<file path="config.mk">
export PLATFORM = sky130hd
export DESIGN_NAME = sprite_attribute_column_expander
export DESIGN_NICKNAME = d
export VERILOG_FILES = /design/src/design/sace_pkg.sv /design/src/design/sace_front.sv /design/src/design/sace_queue.sv /design/src/design/sace_back.sv /design/src/design/sprite_attribute_column_expander.sv
export SDC_FILE = /design/constraint.sdc
export NUM_CORES = 1
export LEC_CHECK = 0
export BUFFER_PORTS_ARGS = -buffer_cell sky130_fd_sc_hd__buf_2
export CORE_ASPECT_RATIO = 1.25
export CORE_UTILIZATION = 38
export CTS_CLUSTER_DIAMETER = 120
export DETAILED_ROUTE_END_ITERATION = 8
export HOLD_SLACK_MARGIN = 0.06
export PLACE_DENSITY = 0.57
export SLEW_MARGIN = 20
export SYNTH_ARGS = -nofsm -noshare
export SYNTH_HDL_FRONTEND = slang
export SYNTH_SLANG_ARGS = --single-unit
</file>
<file path="constraint.sdc">
create_clock -name i_clk -period 3.8 [get_ports i_clk]
set_clock_uncertainty 0.2 [all_clocks]
set_input_delay 0.38 -clock i_clk [delete_from_list [all_inputs] [get_ports i_clk]]
set_output_delay 0.38 -clock i_clk [all_outputs]
set_load 0.005 [all_outputs]
</file>
<file path="src/design/sace_pkg.sv">
// Shared types and constants for the sprite column expander.
// No dependencies; every other design file refers to this package by scoped names.
package sace_pkg;

    // Configuration register indexes
    localparam logic [1:0] CfgIdxMode = 2'd0;
    localparam logic [1:0] CfgIdxFlip = 2'd1;

    // Extension modes
    localparam logic [2:0] ModeBasic    = 3'd0;
    localparam logic [2:0] ModeCodeBit  = 3'd1;
    localparam logic [2:0] ModeHeight   = 3'd2;
    localparam logic [2:0] ModeYOffset  = 3'd3;
    localparam logic [2:0] ModeYWrap    = 3'd4;

    // Position constants
    localparam logic [9:0]  FlipXBase = 10'd498;
    localparam logic [10:0] FlipYBase = 11'd240;
    localparam logic [10:0] YOffset   = 11'd6;
    localparam logic [10:0] YWrap     = 11'd256;

    // Queue between decode and emit
    localparam int QDepth = 2;
    localparam int QPtrW  = 1;
    localparam int QCntW  = 2;

    // One decoded sprite, ready to be split into tile rows
    typedef struct packed {
        logic [11:0] code;
        logic [3:0]  color;
        logic        fx;
        logic        fy;
        logic [9:0]  x;
        logic [10:0] y;
        logic [2:0]  height;
    } t_desc;

endpackage

</file>
<file path="src/design/sace_front.sv">
// Front end: configuration registers, input acceptance and sprite decode.
// Depends on sace_pkg; pushes one t_desc per accepted entry into the queue.
module sace_front (
    input  logic                 i_clk,
    input  logic                 i_rst_n,
    input  logic                 i_cfg_valid,
    output logic                 o_cfg_ready,
    input  logic [1:0]           i_cfg_index,
    input  logic [7:0]           i_cfg_data,
    input  logic                 i_in_valid,
    output logic                 o_in_stall,
    input  logic [7:0]           i_code_low_byte,
    input  logic [7:0]           i_attribute_byte,
    input  logic [7:0]           i_y_byte,
    input  logic [7:0]           i_x_low_byte,
    input  logic [7:0]           i_extension_byte,
    input  logic                 i_q_full,
    output logic                 o_q_push,
    output sace_pkg::t_desc      o_q_desc
);

    logic [2:0] r_mode;
    logic       r_flip;

    logic [8:0]  px;
    logic [11:0] code;
    logic [2:0]  height;
    logic [10:0] py;
    logic        fx;
    logic        fy;
    logic        has_height;

    // Take configuration writes at any time
    assign o_cfg_ready = 1'b1;

    always_ff @(posedge i_clk) begin
        if (!i_rst_n) begin
            r_mode <= sace_pkg::ModeBasic;
            r_flip <= 1'b0;
        end else if (i_cfg_valid) begin
            if (i_cfg_index == sace_pkg::CfgIdxMode) begin
                r_mode <= i_cfg_data[2:0];
            end else if (i_cfg_index == sace_pkg::CfgIdxFlip) begin
                r_flip <= i_cfg_data[0];
            end
        end
    end

    // Stall while the queue has no room
    assign o_in_stall = i_q_full;
    assign o_q_push   = i_in_valid && !i_q_full;

    // Decode the entry according to the board variant
    always_comb begin
        has_height = (r_mode != sace_pkg::ModeBasic) && (r_mode != sace_pkg::ModeCodeBit);
        px     = {i_attribute_byte[4], i_x_low_byte};
        code   = {1'b0, i_attribute_byte[7:5], i_code_low_byte};
        height = 3'd0;
        py     = {3'b000, i_y_byte};
        fx     = 1'b0;
        fy     = 1'b0;
        if (r_mode != sace_pkg::ModeBasic) begin
            code[11] = i_extension_byte[0];
        end
        if (has_height) begin
            height = i_extension_byte[6:4];
            code   = code & ~{9'd0, height};
        end
        if (r_mode == sace_pkg::ModeYOffset) begin
            py = py + sace_pkg::YOffset;
            if (!i_extension_byte[1]) begin
                py = py - sace_pkg::YWrap;
            end
            fx = i_extension_byte[3];
            fy = i_extension_byte[2];
        end else if (r_mode == sace_pkg::ModeYWrap) begin
            if (i_extension_byte[1]) begin
                py = py - sace_pkg::YWrap;
            end
            fx = i_extension_byte[3];
            fy = i_extension_byte[2];
        end
        // Mirror the whole screen
        o_q_desc.x = {1'b0, px};
        if (r_flip) begin
            o_q_desc.x = sace_pkg::FlipXBase - {1'b0, px};
            py = sace_pkg::FlipYBase - {4'd0, height, 4'd0} - py;
            fx = !fx;
            fy = !fy;
        end
        o_q_desc.code   = code;
        o_q_desc.color  = i_attribute_byte[3:0];
        o_q_desc.fx     = fx;
        o_q_desc.fy     = fy;
        o_q_desc.y      = py;
        o_q_desc.height = height;
    end

endmodule

</file>
<file path="src/design/sace_queue.sv">
// Short register queue of decoded sprites between the front and back ends.
// Depends on sace_pkg for the descriptor type and queue sizing.
module sace_queue (
    input  logic                 i_clk,
    input  logic                 i_rst_n,
    input  logic                 i_push,
    input  sace_pkg::t_desc      i_desc,
    output logic                 o_full,
    input  logic                 i_pop,
    output logic                 o_valid,
    output sace_pkg::t_desc      o_desc
);

    sace_pkg::t_desc             r_mem [sace_pkg::QDepth];
    logic [sace_pkg::QPtrW-1:0]  r_wr_ptr;
    logic [sace_pkg::QPtrW-1:0]  r_rd_ptr;
    logic [sace_pkg::QCntW-1:0]  r_count;

    assign o_full  = (r_count == sace_pkg::QCntW'(sace_pkg::QDepth));
    assign o_valid = (r_count != '0);
    assign o_desc  = r_mem[r_rd_ptr];

    // Store pushed entries
    always_ff @(posedge i_clk) begin
        if (i_push) begin
            r_mem[r_wr_ptr] <= i_desc;
        end
    end

    // Advance pointers and occupancy
    always_ff @(posedge i_clk) begin
        if (!i_rst_n) begin
            r_wr_ptr <= '0;
            r_rd_ptr <= '0;
            r_count  <= '0;
        end else begin
            if (i_push) begin
                r_wr_ptr <= r_wr_ptr + 1'b1;
            end
            if (i_pop) begin
                r_rd_ptr <= r_rd_ptr + 1'b1;
            end
            if (i_push && !i_pop) begin
                r_count <= r_count + 1'b1;
            end else if (i_pop && !i_push) begin
                r_count <= r_count - 1'b1;
            end
        end
    end

`ifndef SYNTHESIS
    a_count_bound: assert property (@(posedge i_clk) disable iff (!i_rst_n)
        r_count <= sace_pkg::QCntW'(sace_pkg::QDepth))
        else $error("queue occupancy above depth");
    a_no_pop_empty: assert property (@(posedge i_clk) disable iff (!i_rst_n)
        i_pop |-> r_count != '0)
        else $error("pop from empty queue");
    a_no_push_full: assert property (@(posedge i_clk) disable iff (!i_rst_n)
        (i_push && !i_pop) |-> !o_full)
        else $error("push into full queue");
    a_count_grow: assert property (@(posedge i_clk) disable iff (!i_rst_n)
        (i_push && !i_pop) |=> r_count == $past(r_count) + 1'b1)
        else $error("occupancy did not grow on push");
`endif

endmodule

</file>
<file path="src/design/sace_back.sv">
// Back end: expands one decoded sprite into its column of tile commands.
// Depends on sace_pkg; pops descriptors from sace_queue and owns the output register.
module sace_back (
    input  logic                 i_clk,
    input  logic                 i_rst_n,
    input  logic                 i_q_valid,
    input  sace_pkg::t_desc      i_q_desc,
    output logic                 o_q_pop,
    output logic                 o_out_valid,
    input  logic                 i_out_stall,
    output logic [11:0]          o_tile_code,
    output logic [3:0]           o_tile_color,
    output logic                 o_mirror_x,
    output logic                 o_mirror_y,
    output logic signed [9:0]    o_screen_x,
    output logic signed [10:0]   o_screen_y,
    output logic                 o_last_tile
);

    sace_pkg::t_desc r_desc;
    logic            r_busy;
    logic [2:0]      r_row;
    logic            r_out_valid;
    logic [11:0]     r_code;
    logic [3:0]      r_color;
    logic            r_fx;
    logic            r_fy;
    logic [9:0]      r_x;
    logic [10:0]     r_y;
    logic            r_last;

    logic            load;
    logic            row_last;
    logic [2:0]      y_step;

    assign load     = r_busy && (!r_out_valid || !i_out_stall);
    assign row_last = (r_row == r_desc.height);
    assign o_q_pop  = i_q_valid && (!r_busy || (load && row_last));

    // Rows go bottom-up when mirrored vertically
    assign y_step = r_desc.fy ? (r_desc.height - r_row) : r_row;

    // Track the sprite in progress and its row
    always_ff @(posedge i_clk) begin
        if (!i_rst_n) begin
            r_busy <= 1'b0;
            r_row  <= '0;
        end else if (o_q_pop) begin
            r_busy <= 1'b1;
            r_row  <= '0;
        end else if (load && row_last) begin
            r_busy <= 1'b0;
        end else if (load) begin
            r_row <= r_row + 1'b1;
        end
    end

    always_ff @(posedge i_clk) begin
        if (o_q_pop) begin
            r_desc <= i_q_desc;
        end
    end

    // Output register: hold while stalled
    always_ff @(posedge i_clk) begin
        if (!i_rst_n) begin
            r_out_valid <= 1'b0;
        end else if (load) begin
            r_out_valid <= 1'b1;
        end else if (!i_out_stall) begin
            r_out_valid <= 1'b0;
        end
    end

    always_ff @(posedge i_clk) begin
        if (load) begin
            r_code  <= r_desc.code + {9'd0, r_row};
            r_color <= r_desc.color;
            r_fx    <= r_desc.fx;
            r_fy    <= r_desc.fy;
            r_x     <= r_desc.x;
            r_y     <= r_desc.y + {4'd0, y_step, 4'd0};
            r_last  <= row_last;
        end
    end

    assign o_out_valid  = r_out_valid;
    assign o_tile_code  = r_code;
    assign o_tile_color = r_color;
    assign o_mirror_x   = r_fx;
    assign o_mirror_y   = r_fy;
    assign o_screen_x   = $signed(r_x);
    assign o_screen_y   = $signed(r_y);
    assign o_last_tile  = r_last;

`ifndef SYNTHESIS
    a_row_in_range: assert property (@(posedge i_clk) disable iff (!i_rst_n)
        r_busy |-> r_row <= r_desc.height)
        else $error("row index beyond sprite height");
    a_pop_only_free: assert property (@(posedge i_clk) disable iff (!i_rst_n)
        o_q_pop |-> (!r_busy || (load && row_last)))
        else $error("new sprite taken while rows remain");
    a_last_ends_sprite: assert property (@(posedge i_clk) disable iff (!i_rst_n)
        (load && row_last && !o_q_pop) |=> !r_busy)
        else $error("sprite still busy after its last row");
`endif

endmodule

</file>
<file path="src/design/sprite_attribute_column_expander.sv">
// Top level of the sprite column expander.
// Depends on sace_pkg, sace_front, sace_queue and sace_back.
//
// Usage:
//   Input channel (i_in_valid / o_in_stall) takes one five-byte sprite entry.
//   Output channel (o_out_valid / i_out_stall) gives one tile command per row,
//   height+1 commands per entry, top row first (bottom row first when mirrored
//   vertically), o_last_tile on the final one. Configuration port (i_cfg_valid /
//   o_cfg_ready, i_cfg_index, i_cfg_data): index 0 is the extension mode, index 1
//   the screen flip; other indexes are ignored. o_cfg_ready is always high. Write only while the block is idle.
// Path: an accepted entry passes through the queue, the back end's descriptor
//   register and the output register before its first command shows.
// Throughput: the emit stage produces one tile row per cycle while the output is
//   not stalled; a two-entry queue lets decode run ahead.
// Reset (synchronous, active low) empties the queue and output register and
//   sets both configuration registers to zero.
// When the receiver stalls, the current command holds; the queue fills and
//   then o_in_stall rises until room opens.
module sprite_attribute_column_expander (
    input  logic                 i_clk,
    input  logic                 i_rst_n,
    input  logic                 i_cfg_valid,
    output logic                 o_cfg_ready,
    input  logic [1:0]           i_cfg_index,
    input  logic [7:0]           i_cfg_data,
    input  logic                 i_in_valid,
    output logic                 o_in_stall,
    input  logic [7:0]           i_code_low_byte,
    input  logic [7:0]           i_attribute_byte,
    input  logic [7:0]           i_y_byte,
    input  logic [7:0]           i_x_low_byte,
    input  logic [7:0]           i_extension_byte,
    output logic                 o_out_valid,
    input  logic                 i_out_stall,
    output logic [11:0]          o_tile_code,
    output logic [3:0]           o_tile_color,
    output logic                 o_mirror_x,
    output logic                 o_mirror_y,
    output logic signed [9:0]    o_screen_x,
    output logic signed [10:0]   o_screen_y,
    output logic                 o_last_tile
);

    logic            q_full;
    logic            q_push;
    logic            q_valid;
    logic            q_pop;
    sace_pkg::t_desc push_desc;
    sace_pkg::t_desc pop_desc;

    // Accept and decode entries
    sace_front u_front (
        .i_clk            (i_clk),
        .i_rst_n          (i_rst_n),
        .i_cfg_valid      (i_cfg_valid),
        .o_cfg_ready      (o_cfg_ready),
        .i_cfg_index      (i_cfg_index),
        .i_cfg_data       (i_cfg_data),
        .i_in_valid       (i_in_valid),
        .o_in_stall       (o_in_stall),
        .i_code_low_byte  (i_code_low_byte),
        .i_attribute_byte (i_attribute_byte),
        .i_y_byte         (i_y_byte),
        .i_x_low_byte     (i_x_low_byte),
        .i_extension_byte (i_extension_byte),
        .i_q_full         (q_full),
        .o_q_push         (q_push),
        .o_q_desc         (push_desc)
    );

    // Buffer decoded sprites
    sace_queue u_queue (
        .i_clk   (i_clk),
        .i_rst_n (i_rst_n),
        .i_push  (q_push),
        .i_desc  (push_desc),
        .o_full  (q_full),
        .i_pop   (q_pop),
        .o_valid (q_valid),
        .o_desc  (pop_desc)
    );

    // Emit tile commands
    sace_back u_back (
        .i_clk        (i_clk),
        .i_rst_n      (i_rst_n),
        .i_q_valid    (q_valid),
        .i_q_desc     (pop_desc),
        .o_q_pop      (q_pop),
        .o_out_valid  (o_out_valid),
        .i_out_stall  (i_out_stall),
        .o_tile_code  (o_tile_code),
        .o_tile_color (o_tile_color),
        .o_mirror_x   (o_mirror_x),
        .o_mirror_y   (o_mirror_y),
        .o_screen_x   (o_screen_x),
        .o_screen_y   (o_screen_y),
        .o_last_tile  (o_last_tile)
    );

endmodule

</file>
After elaboration in Yosys (flattened, before gate mapping)
Memory sizes are Yosys's and may differ from the RTL's. A register that Yosys moved wholly into a read port is not among the register bits.
Index checks and enable logic that the tools add are counted.
{"block": "word_totals", "register_bits": 53, "mem_bits_rw": 84, "in_bits": 55, "out_inout_bits": 43, "word_cells": 92, "memories": 1}
{"name": "u_queue.r_mem", "depth": 2, "width": 42, "read_ports": 1, "rd_ports_with_merged_regs": 1, "wr": 1, "line": "sace_queue.sv:14", "source": "sace_pkg::t_desc r_mem [sace_pkg::QDepth];"}
{"block": "op_classes", "n_addsub": 14, "eq_ne": 7, "n_mux": 24, "bitwise": 5, "reduce_logical": 26}
{"operator": "2-to-1 mux 11 bit", "n": 5}
{"operator": "2-to-1 mux 1 bit", "n": 13}
{"operator": "adder 12 x 3 -> 12 bit", "n": 1}
{"operator": "bitwise AND 12 bit", "n": 1}
{"operator": "2-to-1 mux 12 bit", "n": 1}
{"operator": "inverter 3 -> 12 bit", "n": 1}
{"operator": "adder 11 x 7 -> 11 bit", "n": 1}
{"operator": "subtractor 11 bit", "n": 1}
{"operator": "subtractor 11 x 9 -> 11 bit (second input constant)", "n": 1}
{"operator": "2-to-1 mux 10 bit", "n": 1}
{"operator": "subtractor 8 x 9 -> 10 bit (second input constant)", "n": 1}
{"operator": "subtractor 9 x 9 -> 10 bit (first input constant)", "n": 1}
{"operator": "adder 8 x 3 -> 9 bit (second input constant)", "n": 1}
{"operator": "subtractor 8 x 7 -> 9 bit (first input constant)", "n": 1}
{"operator": "logical NOT 1 bit", "n": 8}
{"operator": "logical AND 1 bit", "n": 7}
{"operator": "2-to-1 mux 3 bit", "n": 2}
{"operator": "nonzero test 2 bit", "n": 3}
{"operator": "2-to-1 mux 2 bit", "n": 2}
{"operator": "AND reduction 2 bit", "n": 2}
{"operator": "adder 3 x 1 -> 3 bit (second input constant)", "n": 1}
{"operator": "== test 3 x 2 -> 1 bit (second input constant)", "n": 1}
{"operator": "== test 3 bit", "n": 1}
{"operator": "== test 3 bit (second input constant)", "n": 1}
{"operator": "14 further kinds", "n": 18}

Depth between registers and ports, before layout
Gate-level depths: netlist of the first run.
{"block": "depth", "word_depth": 9, "depth_mapped": 10, "ltp_nobuf": 10}

Modules after synthesis
A second synthesis of the first run with hierarchy kept.
{"block": "unflattened", "cells_unflattened": 489, "hier_area_um2": 7698.6}
{"module": "sace_queue", "n_inst": 1, "cells_each": 153, "area_per_inst_um2": 3251.9, "seq_area_each_um2": 2622.5}
{"module": "sace_back", "n_inst": 1, "cells_each": 167, "area_per_inst_um2": 3191.8, "seq_area_each_um2": 2562.5}
{"module": "sace_front", "n_inst": 1, "cells_each": 169, "area_per_inst_um2": 1255.0, "seq_area_each_um2": 80.1}

Worst setup path after synthesis of the first run
OpenSTA, ideal clock, no wires.
{"block": "synth_path", "path_type": "input to register", "start": "in i_out_stall", "end": "reg u_back.r_row[1]", "t_arrival_ns": 3.051, "path_slack_ns": 0.433, "path_stages": 4, "n_path_buf": 0, "cell_sequence": "a21oi_1 > nand2_1 > mux2i_1 > nor2_1"}
{"block": "synth_via", "elab_chain_len": 7}
{"element": "start: declaration", "line": "sprite_attribute_column_expander.sv:34", "source": "input logic i_out_stall,"}
{"element": "logical NOT 1 bit (*)", "line": "sace_back.sv:36", "source": "assign load = r_busy && (!r_out_valid || !i_out_stall);"}
{"element": "logical OR 1 bit (*)", "line": "sace_back.sv:36"}
{"element": "logical AND 1 bit (*)", "line": "sace_back.sv:36"}
{"element": "logical AND 1 bit", "line": "sace_back.sv:38, sace_back.sv:51"}
{"element": "logical OR 1 bit", "line": "sace_back.sv:38", "source": "assign o_q_pop = i_q_valid && (!r_busy || (load && row_last));"}
{"element": "logical AND 1 bit", "line": "sace_back.sv:38"}
{"element": "OR reduction 2 bit (no source line)"}
{"element": "end signal: assignment", "line": "sace_back.sv:54", "source": "r_row <= r_row + 1'b1;"}
{"element": "end: declaration", "line": "sace_back.sv:22", "source": "logic [2:0] r_row;"}
Mark *: on every way between the ends. The rest lies on a longest branch, timed or not.
A chain may end at the register's enable or synchronous reset.

==> results of run 1 <==
## critical path, delay by kind of cell (launching register included)
family / cells / cell delay (ps)
adder cells (fa/ha/maj): 1 / 340
AND/OR/NAND/NOR: 6 / 1140
XOR/XNOR: 1 / 110
flip-flops: 1 / 520
AO/OA/AOI/OAI: 1 / 440
## layer usage
metal,up-vias,wire (um),global-route usage (%),share of wire [%]
met5,-,0,0,0
met4,0,235,5.736,1.8
met3,16,575,3.774,4.4
met2,91,6677,23.42,51
met1,1974,5576,15.96,43
li1,2007,-,-,-
## cells by family (layout without fill, tap and decap cells)
group / Yosys count / after routing
adder cells (fa/ha/maj): 20 / 20
AO/OA/AOI/OAI: 51 / 51
XOR/XNOR: 43 / 43
flip-flops: 179 / 179
buffers and inverters: 36 / 167
AND/OR/NAND/NOR: 98 / 98
other: 1 / 2
multiplexers: 48 / 48
## cell type report
cell class              count  area (um^2)
diodes                      1        2.502
fillers                  1665        10360
inverters                  22        82.58
repair buffers            113        670.6
multi-input cells         261         2095
clock buffers              17        425.4
flip-flops and latches    179         5249
clock inverters            15        107.6
well taps                 265        331.6
## power by group through the flow
stage	clock (W)	sequential (W)	combinational [W]
after floorplan	0	0.00313	0.000865
after CTS	0.00161	0.00320	0.00131
after global routing	0.00168	0.00325	0.00142
after global placement	0	0.00322	0.00125
final	0.00157	0.00318	0.00127
after detailed placement	0	0.00324	0.00129
## timing repair
| item | in CTS | in global routing |
|---|---|---|
| hold buffers | 19 | 0 |
| hold endpoints to repair | 36 | 0 |
| resized for setup | 0 | 0 |
## flip-flops by register name, summed over array words and instances, names as in the netlist, 2 cells and up
register,count
u_queue.r_mem,84
u_back.r_desc,42
u_back.o_tile_code,12
u_back.o_screen_y,11
u_back.o_screen_x,10
u_back.o_tile_color,4
u_back.r_row,3
u_front.r_mode,3
u_queue.r_count,2
## final timing paths
kind                            slack, ps              endpoint
worst max-delay path                  860  u_queue.r_mem[0][12]
worst min-delay path                   80    u_back.o_out_valid
worst max register to register        860  u_queue.r_mem[0][12]
worst min register to register        210  u_back.o_screen_x[6]
## cell usage in the layout (no fill, tap or decap), types with 4 or more instances in the layout
cell type	n
xor2_1	10
o21ai_0	15
nor2_1	18
clkbuf_16	17
ha_1	17
and3_1	5
edfxtp_1	166
dfxtp_1	12
buf_2	90
xnor2_1	33
nor2b_1	5
and2_1	8
a21oi_1	9
mux2_2	42
dlygate4sd3_1	19
nand2_1	27
buf_4	4
a21o_1	6
nand4_1	4
mux2i_1	6
clkinvlp_4	5
inv_1	21
nand3_1	8
## per-stage QoR
stage,hold slack [ps],total power (W),util (%),std cells
after CTS,65.33,0.006119,46.33,872
after floorplan,200.3,0.004000,-,476
after global routing,77.97,0.006354,46.38,873
after detailed placement,204.5,0.004523,42.59,821
after global placement,201.9,0.004468,42.59,821
final,75.67,0.006025,46.38,873
==> results.md, run 1 <==
* CTS HTree Levels at 4
* Final min period at 2944 ps
* Register area share after synthesis at 70.14%
* Max Cap Viol at 0
* Maximum number of pins on one net before global-route repair at 44
* Die area at 20250 um^2
* Clock Latency Late Sink at 420 ps
* Clock Tree Root: clkbuf_16
* Slowest stage delay, CP at 520 ps
* Dpl ws at 845.7 ps
* CTS max path bufs at 2
* Clk network pwr share at 26.1%
* Post-CTS Setup Repair Bufs at 0
* Int Pwr at 0.004329 W
* PnR worst setup slack at 856.3 ps
* Final hold vios at 0
* Post-synth ARST share at 0%
* Netlist Area Pre-Place at 7478 um^2
* Worst VDD drop at 337.0 uV
* RSZ-0062 raised after global routing: false
* Worst EP required at 3830 ps
* PD cells at 672.2 nW/um^2
* Multiplexer area fraction after synthesis at 7.127%
* Worst Setup SP: u_front.r_mode[1]
* Clock-pin slew on the worst setup and hold paths at 70 ps
* Seq pwr share at 52.8%
* Final nets at 669
* Vias per cell at 4.683
* Initial antenna violation count at 1
* Sw Ratio at 28.14%
* Hold wc startpoint: i_out_stall
* Area leader, netlist: edfxtp_1
* Switch Pwr at 0.001696 W
* Comb pwr share at 21.0%
* Post-synthesis xor/xnor area fraction at 5.036%
* Cell row count at 57
* Max-slew violations at 0
* Tot GR Track Use at 13.68%
* Sum of negative setup slack at 0 ps
* Initial DRC Count at 253
* Rel. slew slack at 33.72%
* Yosys warnings at 0
* Total global routing overflow at 0
* F_max at 339.7 MHz
* Final instance area at 8964 um^2
* Hold depth at 3
* Vias in the first global route at 4113
* Cell breakdown of the critical path: nand4b_1 > nor2_1 > xnor2_1 > ha_1 > and2_1 > nand4_2 > a211oi_1 > nor3b_2 > nor4b_2
* Ports at 98
* Input/output buffers at 90
* Outcome: finished clean
* Post-Place Cell Area at 8232 um^2
* Most common cell in the netlist: edfxtp_1
* Initial Util at 38.69%
* Leakage at 3.312 nW
* Synth cell count leaders: edfxtp_1 (166), mux2_2 (42), xnor2_1 (33), nand2_1 (27), inv_1 (22)
* Mean post-synth cell area at 15.71 um^2
* Number of synthesized flops with an enable pin at 166
* Top post-synthesis cells by area: edfxtp_1 (67%), mux2_2 (6.3%), xnor2_1 (3.9%)
* CTS tree: built
* DRT Wirelength at 13060 um
* Main combinational cell family by area after synthesis: simple AND/OR/NAND/NOR gates
* Startpoint Class: register
* Critical path class: reg -> reg
* Synth Instances at 476
* Die Span X at 127.5 um
* DRC at 0
* Placeable Area at 19330 um^2
* Post-DP HPWL at 8634 um
* Max Fanout on Critical Path at 10
* Synth Flop Type: edfxtp_1
* Post-route ant nets at 0
* Crit end category: register
* CTS sink cnt at 179
* Global-route wire length before repair at 20750 um
* Synthesized net count at 551
* Layout area overhead at 19.86%
* Ratio of cells with drive above 1 in the final layout at 29.98%
* FF-to-FF Start: u_front.r_mode[1]
* Synth Area in Compound Gates at 4.534%
* Worst Hold Class: in -> reg
* Die Y at 158.8 um
* Final setup violating endpoints at 0
* Synth Register Bits at 179
* Adder-Cell Fraction of Synth Area at 3.647%
* Via count at 4088
* Share of the synthesized area in the top cell type at 66.66%
* Routed length per placed instance at 14.96 um
* Period utilization at 77.47%
* First drt pass iteration count at 4
* Number of CTS-inserted buffers at 17
* Arrival @ worst endpoint at 2970 ps
* Worst reg-to-reg path cell count at 9
* Synth cell types at 55
* Crit-path slowest cell: dfxtp_1
* Worst-margin pin slew at 992.0 ps
* Post-Synth Simple-Gate Area at 7.295%
* Placer Congestion at 0.8326
Note: power is estimated with default switching activity, not from simulation.
==> run 2, diff against run 1 <==
- PLACE_DENSITY: 0.57 -> 0.6
- clock period: 3.8 -> 2.6 ns (I/O delays scaled with it)
==> run 2 against run 1 <==
Final cell count rose by 5.0%; register-to-register slack got worse by 870 ps; highest routed layer unchanged; critical path depth did not move; the run now ends with design-rule violations, negative setup slack left; flip-flop and latch count stayed put; worst hold slack improved by 26 ps; critical endpoint is now u_queue.r_mem[1][12]; final area up 5.7%; critical path type unchanged; via count is 4.2% higher; die area stayed put; clock power increased by 40%.
==> results.md, run 2 (same netlist as run 1, synthesis figures left out) <==
* Outcome: finished with violations
* Failing checks: design-rule violations, negative setup slack
* RSZ-0062 raised after global routing: true
* Die area at 20250 um^2
* Worst Hold Slack at 101.9 ps
* Cell row count at 57
* CTS tree: built
* Number of CTS-inserted buffers at 17
* Crit end category: register
* Initial Util at 38.69%
* Ports at 98
* Clk network pwr share at 24.5%
* Post-DP HPWL at 9040 um
* Layout area overhead at 26.72%
* CTS HTree Levels at 4
* Reg with most FFs: u_queue.r_mem
* R2R Setup Slk at -10 ps
* Max Fanout on Critical Path at 4
* Most frequent cells in the layout: edfxtp_1 (166), buf_2 (90), mux2_2 (42), dlygate4sd3_1 (36), xnor2_1 (31)
* Die Y at 158.8 um
* CP delay by family, top: simple AND/OR/NAND/NOR gates
* Buf+Inv Stages, Crit Path at 0
* Hold EP: u_queue.r_mem[0][24]
* DRT Wirelength at 13830 um
* Crit-path most repeated cell: a21o_1
* PD cells at 947.0 nW/um^2
* Reg2Reg Capture Point: u_queue.r_mem[1][12]
* Layout fillers at 1675
* Post-route ant nets at 0
* Comb pwr share at 25.0%
* Max Cap Viol at 0
* Worst reg-to-reg path cell count at 9
* Placer Congestion at 0.8174
* DRC at 1
* Final Non-Filler Cells at 917
* Tot GR Track Use at 14.35%
* Rel. slew slack at 54.92%
* Seq pwr share at 50.5%
* Arrival @ worst endpoint at 2650 ps
* PnR worst setup slack at -14.71 ps
* F_max at 382.5 MHz
* Global-route wire length before repair at 21930 um
* Placeable Area at 19330 um^2
* Clock Tree Root: clkbuf_16
* Die Span X at 127.5 um
* Cell breakdown of the critical path: nand4b_1 > nor3b_2 > xnor2_1 > ha_1 > a21o_1 > a21o_1 > a21oi_4 > nor3_2 > nor4b_2
* Crit-path slowest cell: nor4b_2
* Worst EP required at 2630 ps
* Clock-pin slew on the worst setup and hold paths at 60 ps
* Vias in the first global route at 4466
* Final min period at 2615 ps
* Total global routing overflow at 0
* Placed cells at 846
* Final hold vios at 0
* Worst-margin pin slew at 674.1 ps
* CTS sink cnt at 179
* Startpoint Class: register
* Switch Pwr at 0.002488 W
* Input/output buffers at 90
* Maximum number of pins on one net before global-route repair at 44
* CTS max path bufs at 2
* Worst Hold Class: in -> reg
* Clock Latency Late Sink at 420 ps
* Final nets at 714
* Via count at 4258
* Int Pwr at 0.006486 W
* Worst VDD drop at 495.1 uV
* Ant. Diodes at 0
* Leakage at 3.536 nW
* Hold wc startpoint: i_extension_byte[2]
* Routed length per placed instance at 15.08 um
* Hold depth at 3
* Initial DRC Count at 236
* Period utilization at 100.6%
* Ratio of cells with drive above 1 in the final layout at 34.20%
* Slowest stage delay, CP at 340 ps
* First drt pass iteration count at 6
* Max FFs per register at 84
* Final setup violating endpoints at 2
* FF-to-FF Start: u_front.r_mode[2]
* Max-slew violations at 0
* Commonest non-fill, non-tap cell in the layout: edfxtp_1
* Vias per cell at 4.643
* Initial antenna violation count at 0
* Worst Setup SP: u_front.r_mode[2]
* Sw Ratio at 27.72%
* Critical path class: reg -> reg
run 2: metrics by stage:
step	area (um^2)	setup slack [ps]	setup TNS, ps	util, %	power (W)
detailed placement	8486	-111.3	-466.0	43.91	0.006818
CTS	9374	6.809	0	48.50	0.009074
floorplan	7488	42.63	0	-	0.005845
global route	9477	-135.7	-945.4	49.03	0.009462
finish	9477	-14.71	-29.42	49.03	0.008974
global placement	8486	-24.49	-85.80	43.91	0.006733
run 2: worst max-delay path by stage:
stage / to / slack, ps / cells after the start
after global placement: u_queue.r_mem[0][12] / -20 / 11
after global routing: u_queue.r_mem[0][12] / -140 / 9
final: u_queue.r_mem[1][12] / -10 / 9
after floorplan: u_queue.r_mem[0][11] / 40 / 10
after CTS: u_queue.r_mem[0][12] / 7 / 10
after detailed placement: u_queue.r_mem[1][12] / -110 / 11
run 2: tightest hold or removal path, cell delays in order:
cell and delay [ps]:
buf_2 100, nand2_1 90, xnor2_1 90
run 2: area by class of cell:
| class | instances | area, um^2 | area share (%) |
|---|---|---|---|
| multi-input combinational | 261 | 2190 | 23.11 |
| timing repair buffer | 158 | 1117 | 11.79 |
| inverter | 22 | 86.33 | 0.9110 |
| sequential | 179 | 5249 | 55.39 |
| tap | 265 | 331.6 | 3.499 |
| clock inverter | 13 | 70.07 | 0.7394 |
| clock buffer | 19 | 432.9 | 4.568 |
run 2: what timing repair did:
action,in CTS,in global routing
hold buffers,36,0
resized for setup,4,18
pin swaps,1,16
buffers inserted,1,2
endpoints found under the hold margin,67,0
setup endpoints to repair,4,15
run 2: power by group through the flow:
stage | clock network, W | logic, W | registers, W
final | 0.00220 | 0.00224 | 0.00453
after global routing | 0.00236 | 0.00250 | 0.00460
after CTS | 0.00226 | 0.00227 | 0.00454
after detailed placement | 0 | 0.00221 | 0.00460
after global placement | 0 | 0.00216 | 0.00457
after floorplan | 0 | 0.00128 | 0.00457
run 2: metal layers:
metal | global-route usage, % | vias to the layer above | share of wire, %
met2 | 25.51 | 82 | 52
li1 | - | 2095 | -
met4 | 5.682 | 0 | 1.7
met1 | 16.49 | 2066 | 43
met3 | 3.268 | 15 | 3.0
met5 | 0 | - | 0
==> run 3, diff against run 2 <==
- PLACE_DENSITY: 0.6 -> 0.59
==> run 3 against run 2 <==
The run ends with negative setup slack left; critical path depth is the same; first-iteration DRC count decreased by 25%; wire length grew 0.13%; combinational power is 2% higher; fmax hardly changed; non-clock buffer count rose by 8; power rose by 2.9%; sequential share of layout area down 0.95 points; clock-buffer cell count decreased by 2; core utilization rose by 0.88 points; critical path type unchanged; critical endpoint unchanged; largest power group unchanged.
==> results.md, run 3 (same netlist as run 1, synthesis figures left out) <==
* Outcome: finished with violations
* Failing checks: negative setup slack
* RSZ-0062 raised after global routing: true
* Arrival @ worst endpoint at 2580 ps
* Die area at 20250 um^2
* Worst EP required at 2560 ps
* Final hold vios at 0
* PnR worst setup slack at -16.23 ps
* DRT Wirelength at 13850 um
* Final setup violating endpoints at 2
* Reg with most FFs: u_queue.r_mem
* Global-route wire length before repair at 21900 um
* Worst-margin pin slew at 591.2 ps
* CTS HTree Levels at 4
* Initial antenna violation count at 0
* Rel. slew slack at 60.50%
* Leakage at 3.630 nW
* PD cells at 957.7 nW/um^2
* Routed length per placed instance at 14.97 um
* Area of the multi-input gates at 2240 um^2
* Placeable Area at 19330 um^2
* Max Cap Viol at 0
* Clock-pin slew on the worst setup and hold paths at 60 ps
* Total global routing overflow at 0
* Final Total Pwr at 0.009238 W
* Initial Util at 38.69%
* Dpl ws at -113.2 ps
* Met2 wire length at 7403 um
* Met3 wire length at 503 um
* First drt pass iteration count at 4
* Ports at 98
* Most frequent cells in the layout: edfxtp_1 (166), buf_2 (90), mux2_2 (42), dlygate4sd3_1 (39), buf_4 (32)
* Reg2Reg Capture Point: u_queue.r_mem[1][12]
* Die Y at 158.8 um
* Final min period at 2616 ps
* Post-DP HPWL at 9285 um
* Max FFs per register at 84
* CTS tree: built
* Crit end category: register
* Final instance area at 9647 um^2
* Tot GR Track Use at 14.28%
* Worst reg-to-reg path cell count at 9
* Number of CTS-inserted buffers at 17
* Period utilization at 100.6%
* Clock Tree Root: clkbuf_16
* CTS max path bufs at 2
* Post-route ant nets at 0
* Max Fanout on Critical Path at 4
* Post-Place Cell Area at 8508 um^2
* Ratio of cells with drive above 1 in the final layout at 35.91%
* Input/output buffers at 90
* FF-to-FF Start: u_front.r_mode[2]
* Met1 WL at 5711 um
* R2R Setup Slk at -20 ps
* Initial DRC Count at 178
* Highest routed layer: met4
* Maximum number of pins on one net before global-route repair at 44
* CTS sink cnt at 179
* Placer Congestion at 0.8341
* Sequential cell area at 5251 um^2
* Layout fillers at 1670
* Startpoint Class: register
* F_max at 382.2 MHz
* Via count at 4339
* Die Span X at 127.5 um
* Worst VDD drop at 489.3 uV
* Vias in the first global route at 4509
* Crit path to: u_queue.r_mem[1][12]
* Vias per cell at 4.691
* Critical path class: reg -> reg
* Cell row count at 57
* Worst Hold Class: in -> reg
* Max-slew violations at 0
* DRC at 0
* Layout area overhead at 28.99%
* Ant. Diodes at 0
* Worst Setup SP: u_front.r_mode[2]
* Final nets at 722
* Clock Latency Late Sink at 420 ps
* Commonest non-fill, non-tap cell in the layout: edfxtp_1
run 3: changes by cell type in the layout (fill, tap and decap cells not counted), sizes merged:
cell / before / now
dlygate4sd3: 36 / 39
clkinv: 9 / 6
bufinv: 0 / 1
inv: 21 / 25
buf: 122 / 127
clkbuf: 19 / 17
run 3: worst max-delay path, cell delays in order, from the launching register on:
cell      delay, ps
dfxtp_2         320
nand4b_1        250
nor3b_2         250
xnor2_1         170
ha_1            300
a21o_1          190
a21o_1          200
a21oi_4         160
nor3b_4         250
nor4b_4          70
run 3: worst min-delay path by stage:
stage | start | end | slack [ps] | cells after the start
2_1_floorplan | i_x_low_byte[0] | u_queue.r_mem[0][14] | 160 | 0
3_3_place_gp | u_back.r_desc[23] | u_back.o_screen_x[9] | 200 | 0
3_5_place_dp | u_back.r_desc[4] | u_back.o_screen_y[1] | 200 | 0
4_1_cts | i_extension_byte[4] | u_queue.r_mem[0][0] | 70 | 4
5_1_grt | i_extension_byte[4] | u_queue.r_mem[1][0] | 110 | 4
6_report | i_extension_byte[4] | u_queue.r_mem[0][0] | 100 | 4
run 3: through the flow:
stage               hold slack [ps]  util (%)  cells  TNS [ps]
floorplan                     158.9         -    476         0
global placement              201.2     44.02    849    -66.03
detailed placement            204.5     44.02    849    -558.5
CTS                           68.51     49.08    920         0
global route                  113.4     49.91    925     -1112
finish                        95.01     49.91    925    -32.44
run 3: cell type report:
cell class                      instances  share of cell area [%]
Tap cell                              265                   3.437
Multi-Input combinational cell        261                   23.22
Clock buffer                           17                   4.410
Timing Repair Buffer                  166                   12.24
Sequential cell                       179                   54.44
Inverter                               22                  0.8949
Clock inverter                         15                   1.362
run 3: timing repair:
action / CTS / global route
resized for setup: 7 / 20
pin swaps: 1 / 14
buffers inserted: 0 / 5
cloned: 0 / 0
hold buffers: 39 / 0
endpoints found under the hold margin: 77 / 0
endpoints found under the setup margin: 11 / 17
run 3: where the power goes:
| part | switching [W] | leakage [nW] | internal, W |
|---|---|---|---|
| clock network | 0.00107 | 0.264 | 0.00132 |
| logic | 0.00117 | 1.69 | 0.00111 |
| registers | 0.000326 | 1.67 | 0.00424 |
| total | 0.00257 | 3.63 | 0.00667 |
run 3: routing by layer:
layer  vias to the layer above  GRT usage [%]
met4                         0          5.898
met2                        96          25.98
li1                       2114              -
met5                         -              0
met1                      2110          15.77
met3                        19          3.268
